File: config.mk
export PLATFORM = sky130hd
export DESIGN_NAME = cartridge_bank_mapper_with_mirroring_unit
export DESIGN_NICKNAME = d
export VERILOG_FILES = /design/src/hdl/cbm_pkg.sv /design/src/hdl/cbm_front.sv /design/src/hdl/cbm_queue.sv /design/src/hdl/cbm_back.sv /design/src/hdl/cartridge_bank_mapper_with_mirroring_unit.sv
export SDC_FILE = /design/constraint.sdc
export NUM_CORES = 1
export LEC_CHECK = 0
export BUFFER_PORTS_ARGS = -buffer_cell sky130_fd_sc_hd__clkbuf_2
export CORE_MARGIN = 5
export CORE_UTILIZATION = 28
export DETAILED_ROUTE_END_ITERATION = 16
export SETUP_SLACK_MARGIN = 0.1
export SYNTH_ARGS = -nofsm -noshare
export SYNTH_HDL_FRONTEND = slang
export SYNTH_SLANG_ARGS = --single-unit
export TNS_END_PERCENT = 30
File: constraint.sdc
create_clock -name clk -period 3.6 [get_ports clk]
set_clock_uncertainty 0.2 [all_clocks]
set_input_delay 0.36 -clock clk [delete_from_list [all_inputs] [get_ports clk]]
set_output_delay 0.36 -clock clk [all_outputs]
set_load 0.02 [all_outputs]
File: src/hdl/cbm_pkg.sv
// Shared types and constants for the cartridge bank mapper.
// Used by cbm_front, cbm_queue, cbm_back and the top level.
`default_nettype none
package cbm_pkg;

	localparam int DEF_MAX_PRG_BANKS = 64;
	localparam int DEF_MAX_CHR_BANKS = 128;
	localparam int QUEUE_DEPTH       = 2;

	localparam int CFG_INDEX_W = 2;
	localparam int CFG_DATA_W  = 8;

	// configuration register indexes
	localparam logic [CFG_INDEX_W-1:0] CFG_PRG_COUNT = 2'd0;
	localparam logic [CFG_INDEX_W-1:0] CFG_CHR_COUNT = 2'd1;
	localparam logic [CFG_INDEX_W-1:0] CFG_CHR_WRITE = 2'd2;

	// register port decode: (address & MAP_REG_MASK)
	localparam logic [15:0] MAP_REG_MASK   = 16'hE001;
	localparam logic [15:0] MAP_REG_SELECT = 16'h8000;
	localparam logic [15:0] MAP_REG_LOAD   = 16'h8001;
	localparam logic [15:0] PPU_LIMIT      = 16'h3F00;

	localparam logic [6:0] MASK_CHR2K = 7'h3E;
	localparam logic [6:0] MASK_CHR1K = 7'h3F;
	localparam logic [6:0] SET_CHR1K  = 7'h40;
	localparam logic [6:0] MASK_PRG   = 7'h0F;

	typedef logic [6:0] bank_reg_t;
	localparam bank_reg_t BANK_RESET [8] = '{7'h00, 7'h02, 7'h44, 7'h45,
		7'h46, 7'h47, 7'h00, 7'h01};

	typedef enum logic [1:0] {
		OP_CPU_RD = 2'd0,
		OP_CPU_WR = 2'd1,
		OP_PPU_RD = 2'd2,
		OP_PPU_WR = 2'd3
	} op_t;

	typedef enum logic [1:0] {
		TGT_NONE = 2'd0,
		TGT_PRG  = 2'd1,
		TGT_CHR  = 2'd2,
		TGT_NT   = 2'd3
	} target_t;

	// one classified access, front to back
	typedef struct packed {
		target_t     kind;
		logic [7:0]  bank;     // raw bank before wrap
		logic [7:0]  divisor;  // clamped bank count, nonzero for PRG/CHR
		logic [12:0] low;      // in-bank offset, or full nametable offset
		logic        wr;
		logic [7:0]  data;
	} entry_t;

	typedef struct packed {
		logic full;
		logic empty;
	} q_stat_t;

	typedef enum logic [1:0] {
		BK_IDLE = 2'd0,
		BK_DIV  = 2'd1,
		BK_HOLD = 2'd2
	} bk_state_t;

	function automatic bank_reg_t mask_bank(input logic [2:0] sel, input logic [7:0] d);
		bank_reg_t r;
		if (sel < 3'd2)
			r = d[6:0] & MASK_CHR2K;
		else if (sel < 3'd6)
			r = (d[6:0] & MASK_CHR1K) | SET_CHR1K;
		else
			r = d[6:0] & MASK_PRG;
		return r;
	endfunction

endpackage
`default_nettype wire

File: src/hdl/cbm_front.sv
// Front end: config registers, mapper register file, access classification.
// Depends on cbm_pkg; feeds cbm_queue.
`default_nettype none
module cbm_front #(
	parameter int MAX_PRG_BANKS = cbm_pkg::DEF_MAX_PRG_BANKS,
	parameter int MAX_CHR_BANKS = cbm_pkg::DEF_MAX_CHR_BANKS
) (
	input  wire logic                                clk,
	input  wire logic                                arst_n,
	input  wire logic                                cfg_write_en,
	input  wire logic [cbm_pkg::CFG_INDEX_W-1:0]     cfg_index,
	input  wire logic [cbm_pkg::CFG_DATA_W-1:0]      cfg_data,
	input  wire logic                                in_valid,
	output logic                                     in_ready,
	input  wire logic [1:0]                          opcode,
	input  wire logic [15:0]                         bus_address,
	input  wire logic [7:0]                          write_byte,
	input  wire cbm_pkg::q_stat_t                    q_stat,
	output logic                                     push,
	output cbm_pkg::entry_t                          push_entry
);
	import cbm_pkg::*;

	localparam logic [8:0] PRG_MAX9 = 9'(MAX_PRG_BANKS);
	localparam logic [8:0] CHR_MAX9 = 9'(MAX_CHR_BANKS);

	logic [6:0] prg_count_q;
	logic [7:0] chr_count_q;
	logic       chr_wr_q;
	logic [2:0] sel_q;
	logic       upper_q;
	bank_reg_t  regs_q [8];

	op_t        op;
	logic [7:0] prg_cnt;
	logic [7:0] chr_cnt;
	logic [7:0] chr_bank;
	logic [6:0] chr_base;
	logic [2:0] chr_idx;
	logic       is_wr;
	logic       reg_write;

	assign op       = op_t'(opcode);
	assign in_ready = !q_stat.full;
	assign push     = in_valid && in_ready;
	assign is_wr    = (op == OP_PPU_WR);
	assign reg_write = push && (op == OP_CPU_WR) && bus_address[15];

	// counts above the supported maximum saturate
	assign prg_cnt = ({2'b0, prg_count_q} > PRG_MAX9) ? PRG_MAX9[7:0] : {1'b0, prg_count_q};
	assign chr_cnt = ({1'b0, chr_count_q} > CHR_MAX9) ? CHR_MAX9[7:0] : chr_count_q;

	// 2K slots at 0x0000/0x0800, 1K slots from 0x1000
	assign chr_base = bus_address[11] ? regs_q[1] : regs_q[0];
	assign chr_idx  = 3'({1'b0, bus_address[11:10]} + 3'd2);
	assign chr_bank = bus_address[12] ? {1'b0, regs_q[chr_idx]}
		: ({1'b0, chr_base} + {7'b0, bus_address[10]});

	always_comb begin
		push_entry = '0;
		push_entry.kind = TGT_NONE;
		case (op)
			OP_CPU_RD: begin
				if (bus_address[15] && (prg_cnt != 8'd0)) begin
					push_entry.kind    = TGT_PRG;
					push_entry.divisor = prg_cnt;
					push_entry.low     = bus_address[12:0];
					case (bus_address[14:13])
						2'b00:   push_entry.bank = {1'b0, regs_q[6]};
						2'b01:   push_entry.bank = {1'b0, regs_q[7]};
						2'b10:   push_entry.bank = (prg_cnt >= 8'd2) ? prg_cnt - 8'd2 : 8'd0;
						default: push_entry.bank = prg_cnt - 8'd1;
					endcase
				end
			end
			OP_CPU_WR: begin
				push_entry.kind = TGT_NONE;
			end
			OP_PPU_RD, OP_PPU_WR: begin
				// below 0x3F00 the top two address bits are zero; bit 13 picks
				// nametables, and 0x3000 mirrors 0x2000 by ignoring bit 12
				if (bus_address < PPU_LIMIT) begin
					if (bus_address[13]) begin
						push_entry.kind = TGT_NT;
						push_entry.low  = {2'b0, upper_q, bus_address[9:0]};
						push_entry.wr   = is_wr;
						push_entry.data = is_wr ? write_byte : 8'd0;
					end else if ((chr_cnt != 8'd0) && (!is_wr || chr_wr_q)) begin
						push_entry.kind    = TGT_CHR;
						push_entry.bank    = chr_bank;
						push_entry.divisor = chr_cnt;
						push_entry.low     = {3'b0, bus_address[9:0]};
						push_entry.wr      = is_wr;
						push_entry.data    = is_wr ? write_byte : 8'd0;
					end
				end
			end
			default: push_entry.kind = TGT_NONE;
		endcase
	end

	always_ff @(posedge clk or negedge arst_n) begin
		if (!arst_n) begin
			prg_count_q <= '0;
			chr_count_q <= '0;
			chr_wr_q    <= 1'b0;
			sel_q       <= '0;
			upper_q     <= 1'b0;
			for (int i = 0; i < 8; i++)
				regs_q[i] <= BANK_RESET[i];
		end else begin
			if (cfg_write_en) begin
				case (cfg_index)
					CFG_PRG_COUNT: prg_count_q <= cfg_data[6:0];
					CFG_CHR_COUNT: chr_count_q <= cfg_data;
					CFG_CHR_WRITE: chr_wr_q    <= cfg_data[0];
					default: ;
				endcase
			end
			if (reg_write) begin
				upper_q <= write_byte[6];
				if ((bus_address & MAP_REG_MASK) == MAP_REG_SELECT)
					sel_q <= write_byte[2:0];
				else if ((bus_address & MAP_REG_MASK) == MAP_REG_LOAD)
					regs_q[sel_q] <= mask_bank(sel_q, write_byte);
			end
		end
	end

endmodule
`default_nettype wire

File: src/hdl/cbm_queue.sv
// Short FIFO of classified accesses between front and back.
// Depends on cbm_pkg.
`default_nettype none
module cbm_queue (
	input  wire logic              clk,
	input  wire logic              arst_n,
	input  wire logic              push,
	input  wire cbm_pkg::entry_t   push_entry,
	input  wire logic              pop,
	output cbm_pkg::entry_t        head,
	output cbm_pkg::q_stat_t       stat
);
	import cbm_pkg::*;

	localparam int PTR_W = (QUEUE_DEPTH > 1) ? $clog2(QUEUE_DEPTH) : 1;
	localparam int CNT_W = $clog2(QUEUE_DEPTH + 1);
	localparam logic [PTR_W-1:0] LAST = PTR_W'(QUEUE_DEPTH - 1);
	localparam logic [CNT_W-1:0] FULL = CNT_W'(QUEUE_DEPTH);

	entry_t           mem_q [QUEUE_DEPTH];
	logic [PTR_W-1:0] wr_ptr_q;
	logic [PTR_W-1:0] rd_ptr_q;
	logic [CNT_W-1:0] cnt_q;

	assign head       = mem_q[rd_ptr_q];
	assign stat.full  = (cnt_q == FULL);
	assign stat.empty = (cnt_q == '0);

	always_ff @(posedge clk) begin
		if (push)
			mem_q[wr_ptr_q] <= push_entry;
	end

	always_ff @(posedge clk or negedge arst_n) begin
		if (!arst_n) begin
			wr_ptr_q <= '0;
			rd_ptr_q <= '0;
			cnt_q    <= '0;
		end else begin
			if (push)
				wr_ptr_q <= (wr_ptr_q == LAST) ? '0 : wr_ptr_q + PTR_W'(1);
			if (pop)
				rd_ptr_q <= (rd_ptr_q == LAST) ? '0 : rd_ptr_q + PTR_W'(1);
			if (push && !pop)
				cnt_q <= cnt_q + CNT_W'(1);
			else if (pop && !push)
				cnt_q <= cnt_q - CNT_W'(1);
		end
	end

	a_no_overflow: assert property (@(posedge clk) disable iff (!arst_n)
		!(push && stat.full && !pop)) else $error("queue overflow");
	a_no_underflow: assert property (@(posedge clk) disable iff (!arst_n)
		!(pop && stat.empty)) else $error("queue underflow");
	a_cnt_range: assert property (@(posedge clk) disable iff (!arst_n)
		cnt_q <= FULL) else $error("queue count out of range");

endmodule
`default_nettype wire

File: src/hdl/cbm_back.sv
// Back end: bank wrap by restoring remainder, offset assembly, output register.
// Depends on cbm_pkg; drains cbm_queue.
`default_nettype none
module cbm_back (
	input  wire logic              clk,
	input  wire logic              arst_n,
	input  wire cbm_pkg::q_stat_t  q_stat,
	input  wire cbm_pkg::entry_t   head,
	output logic                   pop,
	output logic                   out_valid,
	input  wire logic              out_ready,
	output logic [1:0]             target,
	output logic [18:0]            mem_offset,
	output logic                   mem_write,
	output logic [7:0]             mem_data
);
	import cbm_pkg::*;

	bk_state_t  state_q, state_d;
	entry_t     ent_q;
	logic [7:0] rem_q;
	logic [7:0] dvd_q;
	logic [2:0] cnt_q;
	logic       out_valid_q;
	logic [1:0] target_q;
	logic [18:0] offset_q;
	logic       wr_q;
	logic [7:0] data_q;

	logic [8:0]  trial;
	logic [8:0]  trial_sub;
	logic [7:0]  rem_next;
	logic        out_free;
	logic        load_out;
	logic [18:0] offset_d;
	logic        needs_wrap;

	assign out_free   = !out_valid_q || out_ready;
	assign needs_wrap = (head.kind == TGT_PRG) || (head.kind == TGT_CHR);

	// one quotient bit per cycle
	assign trial     = {rem_q, dvd_q[7]};
	assign trial_sub = trial - {1'b0, ent_q.divisor};
	assign rem_next  = (trial >= {1'b0, ent_q.divisor}) ? trial_sub[7:0] : trial[7:0];

	always_comb begin
		state_d  = state_q;
		pop      = 1'b0;
		load_out = 1'b0;
		case (state_q)
			BK_IDLE: begin
				if (!q_stat.empty) begin
					pop     = 1'b1;
					state_d = needs_wrap ? BK_DIV : BK_HOLD;
				end
			end
			BK_DIV: begin
				if (cnt_q == 3'd0)
					state_d = BK_HOLD;
			end
			BK_HOLD: begin
				if (out_free) begin
					load_out = 1'b1;
					state_d  = BK_IDLE;
				end
			end
			default: state_d = BK_IDLE;
		endcase
	end

	always_comb begin
		case (ent_q.kind)
			TGT_PRG: offset_d = {rem_q[5:0], ent_q.low};
			TGT_CHR: offset_d = {2'b0, rem_q[6:0], ent_q.low[9:0]};
			TGT_NT:  offset_d = {8'b0, ent_q.low[10:0]};
			default: offset_d = '0;
		endcase
	end

	always_ff @(posedge clk or negedge arst_n) begin
		if (!arst_n) begin
			state_q     <= BK_IDLE;
			out_valid_q <= 1'b0;
		end else begin
			state_q <= state_d;
			if (load_out)
				out_valid_q <= 1'b1;
			else if (out_ready)
				out_valid_q <= 1'b0;
		end
	end

	always_ff @(posedge clk) begin
		if (pop) begin
			ent_q <= head;
			rem_q <= '0;
			dvd_q <= head.bank;
			cnt_q <= 3'd7;
		end else if (state_q == BK_DIV) begin
			rem_q <= rem_next;
			dvd_q <= {dvd_q[6:0], 1'b0};
			cnt_q <= cnt_q - 3'd1;
		end
		if (load_out) begin
			target_q <= ent_q.kind;
			offset_q <= offset_d;
			wr_q     <= ent_q.wr;
			data_q   <= ent_q.data;
		end
	end

	assign out_valid  = out_valid_q;
	assign target     = target_q;
	assign mem_offset = offset_q;
	assign mem_write  = wr_q;
	assign mem_data   = data_q;

	a_div_nonzero: assert property (@(posedge clk) disable iff (!arst_n)
		(state_q == BK_DIV) |-> (ent_q.divisor != 8'd0)) else $error("wrap by zero count");
	a_div_kind: assert property (@(posedge clk) disable iff (!arst_n)
		(state_q == BK_DIV) |-> (ent_q.kind == TGT_PRG || ent_q.kind == TGT_CHR))
		else $error("wrap on unbanked access");
	a_rem_below: assert property (@(posedge clk) disable iff (!arst_n)
		(state_q == BK_HOLD && (ent_q.kind == TGT_PRG || ent_q.kind == TGT_CHR))
		|-> (rem_q < ent_q.divisor)) else $error("bank not wrapped");

endmodule
`default_nettype wire

File: src/hdl/cartridge_bank_mapper_with_mirroring_unit.sv
// Top level of the cartridge bank mapper with one-screen mirroring.
// Depends on cbm_pkg, cbm_front, cbm_queue and cbm_back.
`default_nettype none
// Translates one CPU or PPU bus access per transfer into one memory access:
// target (none, program ROM, pattern memory, nametable RAM), byte offset,
// write strobe and write byte. CPU writes at 0x8000 and up update the bank
// registers and the one-screen select and always return a no-target result.
// The front accepts a transfer in the cycle it is offered as long as the
// two-entry queue has room, updating mapper state right there. The back pops
// one entry at a time: program and pattern accesses pass through the
// bit-serial remainder unit that wraps the bank by the bank count (pop,
// 8 remainder steps, output load); nametable and no-target accesses go
// from pop straight to output load. Results sit in an output register,
// so the back keeps working while a result waits for out_ready. Config writes
// (index 0 program bank count, 1 pattern bank count, 2 pattern RAM writable)
// take effect the next cycle and are only legal while the block is idle.
module cartridge_bank_mapper_with_mirroring_unit #(
	parameter int MAX_PRG_BANKS = cbm_pkg::DEF_MAX_PRG_BANKS,
	parameter int MAX_CHR_BANKS = cbm_pkg::DEF_MAX_CHR_BANKS
) (
	input  wire logic                             clk,
	input  wire logic                             arst_n,
	// configuration write port
	input  wire logic                             cfg_write_en,
	input  wire logic [cbm_pkg::CFG_INDEX_W-1:0]  cfg_index,
	input  wire logic [cbm_pkg::CFG_DATA_W-1:0]   cfg_data,
	// access in
	input  wire logic                             in_valid,
	output logic                                  in_ready,
	input  wire logic [1:0]                       opcode,
	input  wire logic [15:0]                      bus_address,
	input  wire logic [7:0]                       write_byte,
	// translated access out
	output logic                                  out_valid,
	input  wire logic                             out_ready,
	output logic [1:0]                            target,
	output logic [18:0]                           mem_offset,
	output logic                                  mem_write,
	output logic [7:0]                            mem_data
);
	import cbm_pkg::*;

	q_stat_t q_stat;
	entry_t  push_entry;
	entry_t  head;
	logic    push;
	logic    pop;

	// classify and apply register writes at transfer time
	cbm_front #(
		.MAX_PRG_BANKS (MAX_PRG_BANKS),
		.MAX_CHR_BANKS (MAX_CHR_BANKS)
	) u_front (
		.clk          (clk),
		.arst_n       (arst_n),
		.cfg_write_en (cfg_write_en),
		.cfg_index    (cfg_index),
		.cfg_data     (cfg_data),
		.in_valid     (in_valid),
		.in_ready     (in_ready),
		.opcode       (opcode),
		.bus_address  (bus_address),
		.write_byte   (write_byte),
		.q_stat       (q_stat),
		.push         (push),
		.push_entry   (push_entry)
	);

	// decouples front from the multi-cycle back
	cbm_queue u_queue (
		.clk        (clk),
		.arst_n     (arst_n),
		.push       (push),
		.push_entry (push_entry),
		.pop        (pop),
		.head       (head),
		.stat       (q_stat)
	);

	// bank wrap and offset assembly
	cbm_back u_back (
		.clk        (clk),
		.arst_n     (arst_n),
		.q_stat     (q_stat),
		.head       (head),
		.pop        (pop),
		.out_valid  (out_valid),
		.out_ready  (out_ready),
		.target     (target),
		.mem_offset (mem_offset),
		.mem_write  (mem_write),
		.mem_data   (mem_data)
	);

endmodule
`default_nettype wire
==> summary.md, run 1 <==
| Metric | Value |
|---|---|
| Fill count | `3792` |
| Crit-path max FO | `12` |
| Period utilization | `0.7529` |
| Cell Chain, Critical Path | `inv_2 > nand2_1 > inv_1 > ha_1 > nor3_1 > a31oi_1 > a211o_1 > a22o_1` |
| Logic pwr share | `0.255` |
| Most area-hungry cell type in the Yosys netlist | `edfxtp_1` |
| Worst EP required | `around 3.7 ns` |
| Post-CTS setup buffer count | `0` |
| Final hold vios | `0` |
| Layout cell share with drive strength beyond 1 | `0.2602` |
| Drt wl/cell | `16.72 um` |
| Final ANT Viol Nets | `0` |
| CP Capture Type | `flip-flop` |
| First-pass DRT Iterations | `4` |
| Tmin final | `2.711 ns` |
| DRC Markers | `0` |
| Initial Utilization | `0.2830` |
| CTS Buf Count | `26` |
| Grt total ovfl | `0` |
| Yosys top cell area share | `0.4118` |
| Global-route wire length before repair | `38.36 mm` |
| P_sw | `2.884 mW` |
| # rows | `72` |
| Clk buf depth | `3` |
| Commonest non-fill, non-tap cell in the layout | `edfxtp_1` |
| Core footprint | `38650 um^2` |
| Die area | `43120 um^2` |
| Crit path max-delay cell type | `dfrtp_1` |
| Leak | `5.335 nW` |
| Peak VDD IR | `0.3419 mV` |
| P per Cell Area | `721.8 nW/um^2` |
| Most frequent cells in the layout | `edfxtp_1, clkbuf_2, dfrtp_1` |
| Worst-path clk slew | `0.06 ns` |
| P&R area growth vs syn | `19.11%` |
| Clk Latency, worst-skew pair | `0.53 ns` |
| Final Util | `0.3371` |
| DRT iter0 DRCs | `395` |
| Switching fraction of total power | `0.3067` |
| Area contributors post-synth | `edfxtp_1, dfrtp_1, mux2_2` |
| Via-to-Cell Ratio | `about 4.5` |
| Register area share after synthesis | `0.6234` |
| Fin Setup TNS | `0 ns` |
| Vert. Die Dim | `207.6 um` |
| Placed Instance Area | `between 10000 and 15000 um^2` |
| Register bit total from synthesis | `244` |
| Ys Warns | `0` |
| EDFF count, synth | `150` |
| I/O pin cnt | `73` |
| Max Cap Violations | `0` |
| Sequential share of power | `0.454` |
| Arr. time, crit path | `2.79 ns` |
| # setup viols final | `0` |
| Final Cell Area | `13030 um^2` |
| Final net count | `952` |
| Syn Inst Count | `786` |
| Initial antenna violation count | `3` |
| CTS tree | `built` |
| Final worst setup slack | `0.8895 ns` |
| Port Buffers | `72` |
| Pre-CTS setup slack | `0.7920 ns` |
| Cell Area, Synth | `10940 um^2` |
| Async SR Flop Fraction | `0.3402` |
| Synthesized net count | `851` |
| Vias in the first global route | `6733` |
| Sink Count | `244` |
| Pint | `6.520 mW` |
| Worst slew margin | `0.4503` |
| Hold WC Path Type | `in -> reg` |
| Post-DP HPWL | `16.90 mm` |
| Worst-margin pin slew | `0.8245 ns` |
| Slowest cell delay on critical path | `0.56 ns` |
| Fmax | `368.9 MHz` |
| Most used DFF post-synth | `edfxtp_1` |
| CP Launch Type | `flip-flop` |
| Slew Limit Fails | `0` |
| Clock share of power | `0.291` |
| CTS root buf | `clkbuf_16` |
| Yosys cell types | `67` |
| GRT Total Usage | `0.1093` |
| Status | `finished clean` |
| Largest net degree at the start of global routing | `between 40 and 50` |
| Final wirelength | `23.85 mm` |
| Total power draw | `roughly 9.4 mW` |
| Die X | `207.6 um` |
| Htree depth | `1` |
| Synth Area per Inst | `13.92 um^2` |
| DR vias | `around 6400` |
| Placer Congestion | `0.8646` |
| Crit Path Class | `reg -> reg` |
| RSZ-0062 raised after global routing | `false` |
worst max-delay path, delay by kind of cell, from the launching register on:
| kind | cells | cell delay (ns) |
|---|---|---|
| buf+inv | 2 | 0.25 |
| compound gates | 3 | 0.82 |
| flops | 1 | 0.56 |
| simple gates | 2 | 0.42 |
| fa+ha+maj | 1 | 0.21 |
cell type report:
type                       count  area [um^2]  share of cell area
tap                          518        648.1             0.04975
inverter                      28        105.1            0.008067
multi-input combinational    479         3864              0.2966
clock inverter                 7        97.59            0.007491
antenna                        1        2.502           0.0001921
clock buffer                  41        798.3             0.06127
sequential                   244         6820              0.5235
timing repair buffer         108        693.2             0.05320
per-stage QoR:
step / cells / hold WS [ns]
2_1_floorplan: 786 / -0.1356
3_3_place_gp: 1353 / 0.2068
3_5_place_dp: 1353 / 0.2107
4_1_cts: 1425 / 0.006012
5_1_grt: 1426 / 0.009590
6_report: 1426 / 0.02253
cell usage after synthesis (8+ instances only):
cell type / number
nor2_1: 37
a22o_1: 14
mux2i_1: 20
mux2_2: 60
inv_1: 27
nor2b_1: 21
and2_4: 10
mux4_2: 8
clkbuf_1: 21
ha_1: 23
edfxtp_1: 150
dfstp_2: 14
buf_2: 9
nand2_1: 48
a21oi_1: 17
o21ai_0: 33
dfrtp_1: 69
xnor2_1: 8
dfxtp_1: 11
nand2b_1: 10
and2_1: 10
mux2_1: 48
and3_1: 14
cell families after synthesis:
| group | synth area share |
|---|---|
| buf+inv | 0.02436 |
| compound gates | 0.06543 |
| mux | 0.1460 |
| fa+ha+maj | 0.02814 |
| simple gates | 0.1007 |
| flops | 0.6234 |
| xor+xnor | 0.01201 |
worst paths after layout:
kind	depth (start not counted)	startpoint	end	slack [ns]
worst max-delay path	8	u_front.prg_count_q[6]$_DFFE_PN0P_	u_queue.mem_q[1][33]$_DFFE_PP_	0.89
worst min register to register	0	u_back.ent_q[5]$_DFFE_PP_	u_back.mem_data[5]$_DFFE_PP_	0.22
worst min-delay path	2	write_byte[4]	u_queue.mem_q[0][4]$_DFFE_PP_	0.02
worst max register to register	8	u_front.prg_count_q[6]$_DFFE_PN0P_	u_queue.mem_q[1][33]$_DFFE_PP_	0.89
max in group asynchronous	3	arst_n	u_front.regs_q[0]$_DFFE_PN1P_	2.20
min in group asynchronous	2	arst_n	u_front.chr_wr_q$_DFFE_PN0P_	0.20
power by group through the flow:
stage | logic [mW] | clock network, mW | registers, mW
finish | 2.39 | 2.74 | 4.27
global route | 2.71 | 2.91 | 4.35
CTS | 2.44 | 2.81 | 4.28
detailed placement | 2.40 | 0 | 4.33
global placement | 2.38 | 0 | 4.32
floorplan | 1.75 | 0 | 4.25
timing repair:
item,4_1_cts,5_1_grt
endpoints found under the hold margin,79,0
hold buffers,24,0
resized for setup,0,0
flip-flops by register name, summed over array words and instances (netlist names), 8 cells and up:
signal	flops
u_front.regs_q	56
u_back.mem_offset	19
u_back.rem_q	8
u_back.dvd_q	8
u_back.ent_q	32
u_queue.mem_q	80
u_front.chr_count_q	8
u_back.mem_data	8
metal layers:
layer	wire length [um]	track usage	vias up
li1	-	-	3109
met1	10860	0.1491	3175
met2	11160	0.1776	113
met3	1272	0.02554	39
met4	521	0.02695	4
met5	27	0	-
(Power assumes the default switching activity.)
==> run 2: changes to the inputs <==
--- a/config.mk
+++ b/config.mk
@@ -5,6 +5,7 @@
 export SDC_FILE = /design/constraint.sdc
 export NUM_CORES = 1
 export LEC_CHECK = 0
+export ABC_AREA = 1
 export BUFFER_PORTS_ARGS = -buffer_cell sky130_fd_sc_hd__clkbuf_2
 export CORE_MARGIN = 5
 export CORE_UTILIZATION = 28
==> constraint.sdc (replaced) <==
create_clock -name clk -period 2.33 [get_ports clk]
set_clock_uncertainty 0.2 [all_clocks]
set_input_delay 0.233 -clock clk [delete_from_list [all_inputs] [get_ports clk]]
set_output_delay 0.233 -clock clk [all_outputs]
set_load 0.02 [all_outputs]
==> summary.md, run 2 <==
| Metric | Value |
|---|---|
| DP Cell Count | `1655 (+22%)` |
| Status | `finished clean` |
| CP Capture Type | `flip-flop` |
| Register area share after synthesis | `0.6291 (+0.005685)` |
| Final ANT Viol Nets | `0 (unchanged)` |
| # rows | `72 (unchanged)` |
| Most frequent cells in the layout | `nand2_1, edfxtp_1, inv_1` |
| Register bit total from synthesis | `244 (unchanged)` |
| Clk Latency, worst-skew pair | `0.53 ns (about the same)` |
| Core footprint | `38470 um^2 (-0.47%)` |
| Worst EP required | `2.53 ns (-1.15 ns)` |
| Grt total ovfl | `0 (unchanged)` |
| Reg2reg end | `u_queue.mem_q[0][17]$_DFFE_PP_` |
| Worst R2R Setup Slack | `0.13 ns (-0.76 ns)` |
| Largest regs | `u_queue.mem_q x80, u_front.regs_q x56, u_back.ent_q x32` |
| First-pass DRT Iterations | `5 (+1)` |
| Worst slew margin | `0.5725 (+0.1222)` |
| Fin Setup TNS | `0 ns (unchanged)` |
| Syn Inst Count | `1066 (+36%)` |
| DRT iter0 DRCs | `469 (+19%)` |
| Non-filler instance count after layout | `1741 (+22%)` |
| P per Cell Area | `1152 nW/um^2 (+60%)` |
| Most area-hungry cell type in the Yosys netlist | `edfxtp_1` |
| Critical path startpoint | `u_front.prg_count_q[2]$_DFFE_PN0P_` |
| Port Buffers | `72 (unchanged)` |
| Async SR Flop Fraction | `0.3402 (unchanged)` |
| Period utilization | `0.9427 (+0.1898)` |
| Commonest non-fill, non-tap cell in the layout | `nand2_1` |
| Final wirelength | `25.03 mm (+5.0%)` |
| Yosys top cell area share | `0.4156 (+0.003755)` |
| Initial Utilization | `0.2818 (-0.001244)` |
| R2r worst-path depth | `11 (+3)` |
| Synth Area per Inst | `10.17 um^2 (-27%)` |
| Vias in the first global route | `7672 (+14%)` |
| Layout cell share with drive strength beyond 1 | `0.1939 (-0.06625)` |
| Fill count | `3890 (+2.6%)` |
| Drt wl/cell | `14.38 um (-14%)` |
| RSZ-0062 raised after global routing | `true` |
| Crit-path max FO | `10 (-2)` |
| CP Launch Type | `flip-flop` |
| Largest net degree at the start of global routing | `66 (+40%)` |
| Delay-heaviest family, CP | `simple AND/OR/NAND/NOR gates` |
| Worst-margin pin slew | `0.6391 ns (-0.1854 ns)` |
| Htree depth | `1 (unchanged)` |
| Initial antenna violation count | `1 (-2)` |
| I/O pin cnt | `73 (unchanged)` |
| DR vias | `7835 (+22%)` |
| Final net count | `1267 (+33%)` |
| Crit Path Class | `reg -> reg` |
| Die area | `42750 um^2 (-0.86%)` |
| Most used DFF post-synth | `edfxtp_1` |
| Tmin final | `2.197 ns (-0.5140 ns)` |
| Peak VDD IR | `0.7564 mV (+120%)` |
| Final hold vios | `0 (unchanged)` |
| Die X | `206.8 um (-0.43%)` |
| Leak | `5.824 nW (+9.1%)` |
| CTS root buf | `clkbuf_16` |
| Arr. time, crit path | `2.39 ns (-0.40 ns)` |
| Number of flip-flops in the largest register | `80 (unchanged)` |
| Top cells by instance count after synthesis | `nand2_1, edfxtp_1, inv_1` |
| Placer Congestion | `0.8502 (-1.7%)` |
| CTS Buf Count | `26 (unchanged)` |
| Area contributors post-synth | `edfxtp_1, dfrtp_1, nand2_1` |
| CTS tree | `built` |
| Hold WC Path Type | `in -> reg` |
| Worst-path clk slew | `0.06 ns (about the same)` |
| Most common cell in the synthesized netlist | `nand2_1` |
| Slew Limit Fails | `0 (unchanged)` |
| GRT Total Usage | `0.1161 (+0.006738)` |
| Max Cap Violations | `0 (unchanged)` |
| Critical path depth | `11 (+3)` |
| Global-route wire length before repair | `40.25 mm (+4.9%)` |
| Synthesized net count | `1131 (+33%)` |
| Sink Count | `244 (unchanged)` |
| Clk buf depth | `3 (unchanged)` |
| Yosys cell types | `52 (-22%)` |
| Vert. Die Dim | `206.8 um (-0.43%)` |
| Via-to-Cell Ratio | `4.500 (-0.35%)` |
| Worst Hold Depth | `3 (+1)` |
| EDFF count, synth | `150 (unchanged)` |
| Buf/Inv on CP | `2 (unchanged)` |
| Top reg by flops | `u_queue.mem_q` |
| DRC Markers | `0 (unchanged)` |
| Fmax | `455.3 MHz (+23%)` |
| Cell Chain, Critical Path | `nor2_1 > nand3_1 > nand2_2 > nand2_4 > ha_1 > nand3_1 > nand3_2 > buf_4 > nand2_2 > nand2_1 > inv_1` |
| Crit path max-delay cell type | `dfrtp_1` |
| P&R area growth vs syn | `23.98%` |
| # setup viols final | `0 (unchanged)` |
| Ys Warns | `0 (unchanged)` |
| Cell Area, Synth | `10840 um^2 (-0.90%)` |
| Slowest cell delay on critical path | `0.43 ns (-0.13 ns)` |
| Hold endpoint | `u_front.regs_q[50]$_DFFE_PN0P_` |
| Crit Reg-Reg Startpoint | `u_front.prg_count_q[2]$_DFFE_PN0P_` |
| Hold Startpoint | `write_byte[1]` |
| Post-DP HPWL | `17.53 mm (+3.7%)` |
## run 2: changes by cell type in the layout (fill, tap and decap cells not counted), sizes merged, moves of 24 or more
cell	delta
buf	+24
inv	+86
mux2	-108
nand2	+252
nand3	+55
nor2	+41
o21ai	+89
## run 2: worst max path at each step
stage | end | slack, ns
CTS | u_queue.mem_q[0][34]$_DFFE_PP_ | 0.09
detailed placement | u_queue.mem_q[0][35]$_DFFE_PP_ | 0.05
floorplan | u_queue.cnt_q[1]$_DFFE_PN0P_ | 0.04
global route | u_queue.mem_q[1][17]$_DFFE_PP_ | 0.02
global placement | u_queue.mem_q[0][35]$_DFFE_PP_ | 0.06
finish | u_queue.mem_q[0][17]$_DFFE_PP_ | 0.13
## run 2: logic make-up after synthesis
family / synth area share
xor gates and xnor gates: 0.008888
and+or+nand+nor: 0.1812
buffers and inverters: 0.05806
AOI/OAI and AO/OA: 0.09339
muxes: 0.0009235
adders and majority gates: 0.02840
DFF: 0.6291
## run 2: power by group
part,internal (mW),switching (mW)
logic,1.41,2.95
registers,6.17,0.400
clock network,2.79,1.75
total,10.4,5.10
## run 2: final cells by class
cell class / count / area (um^2) / area share
Sequential cell: 244 / 6819 / 0.5074
Tap cell: 518 / 648.1 / 0.04823
Timing Repair Buffer: 140 / 1020 / 0.07588
Clock buffer: 29 / 681.9 / 0.05074
Antenna cell: 1 / 2.502 / 0.0001862
Multi-Input combinational cell: 676 / 3565 / 0.2653
Inverter: 114 / 432.9 / 0.03222
Clock inverter: 19 / 269.0 / 0.02002
## run 2: through the flow
step	total power [mW]	hold WS (ns)	util	area (um^2)	setup slack (ns)
2_1_floorplan	9.454	-0.2626	-	10850	0.04389
3_3_place_gp	10.77	-0.06568	0.3110	11960	0.06079
3_5_place_dp	10.89	-0.06241	0.3110	11960	0.04564
4_1_cts	15.51	0.02327	0.3443	13250	0.09430
5_1_grt	16.46	0.04686	0.3493	13440	0.01503
6_report	15.47	0.03348	0.3493	13440	0.1334
## run 2: worst reg2reg max path: cells and delay by family, from the launching register on
kind | cells | cell delay [ns]
adders and majority gates | 1 | 0.21
buffers and inverters | 2 | 0.27
DFF | 1 | 0.43
and+or+nand+nor | 8 | 0.95
## run 2: layer usage
layer	track usage	wire [um]	share of wire
met4	0.02502	540	0.022
met1	0.1606	11260	0.45
met2	0.1917	11780	0.47
met5	0	0	0
met3	0.02156	1449	0.058
## run 2: what timing repair did
action	CTS	global route
cloned	0	0
endpoints found under the hold margin	144	0
pin swaps	0	12
setup endpoints to repair	11	75
setup buffers	0	5
gates resized for setup	4	42
hold buffers	32	0
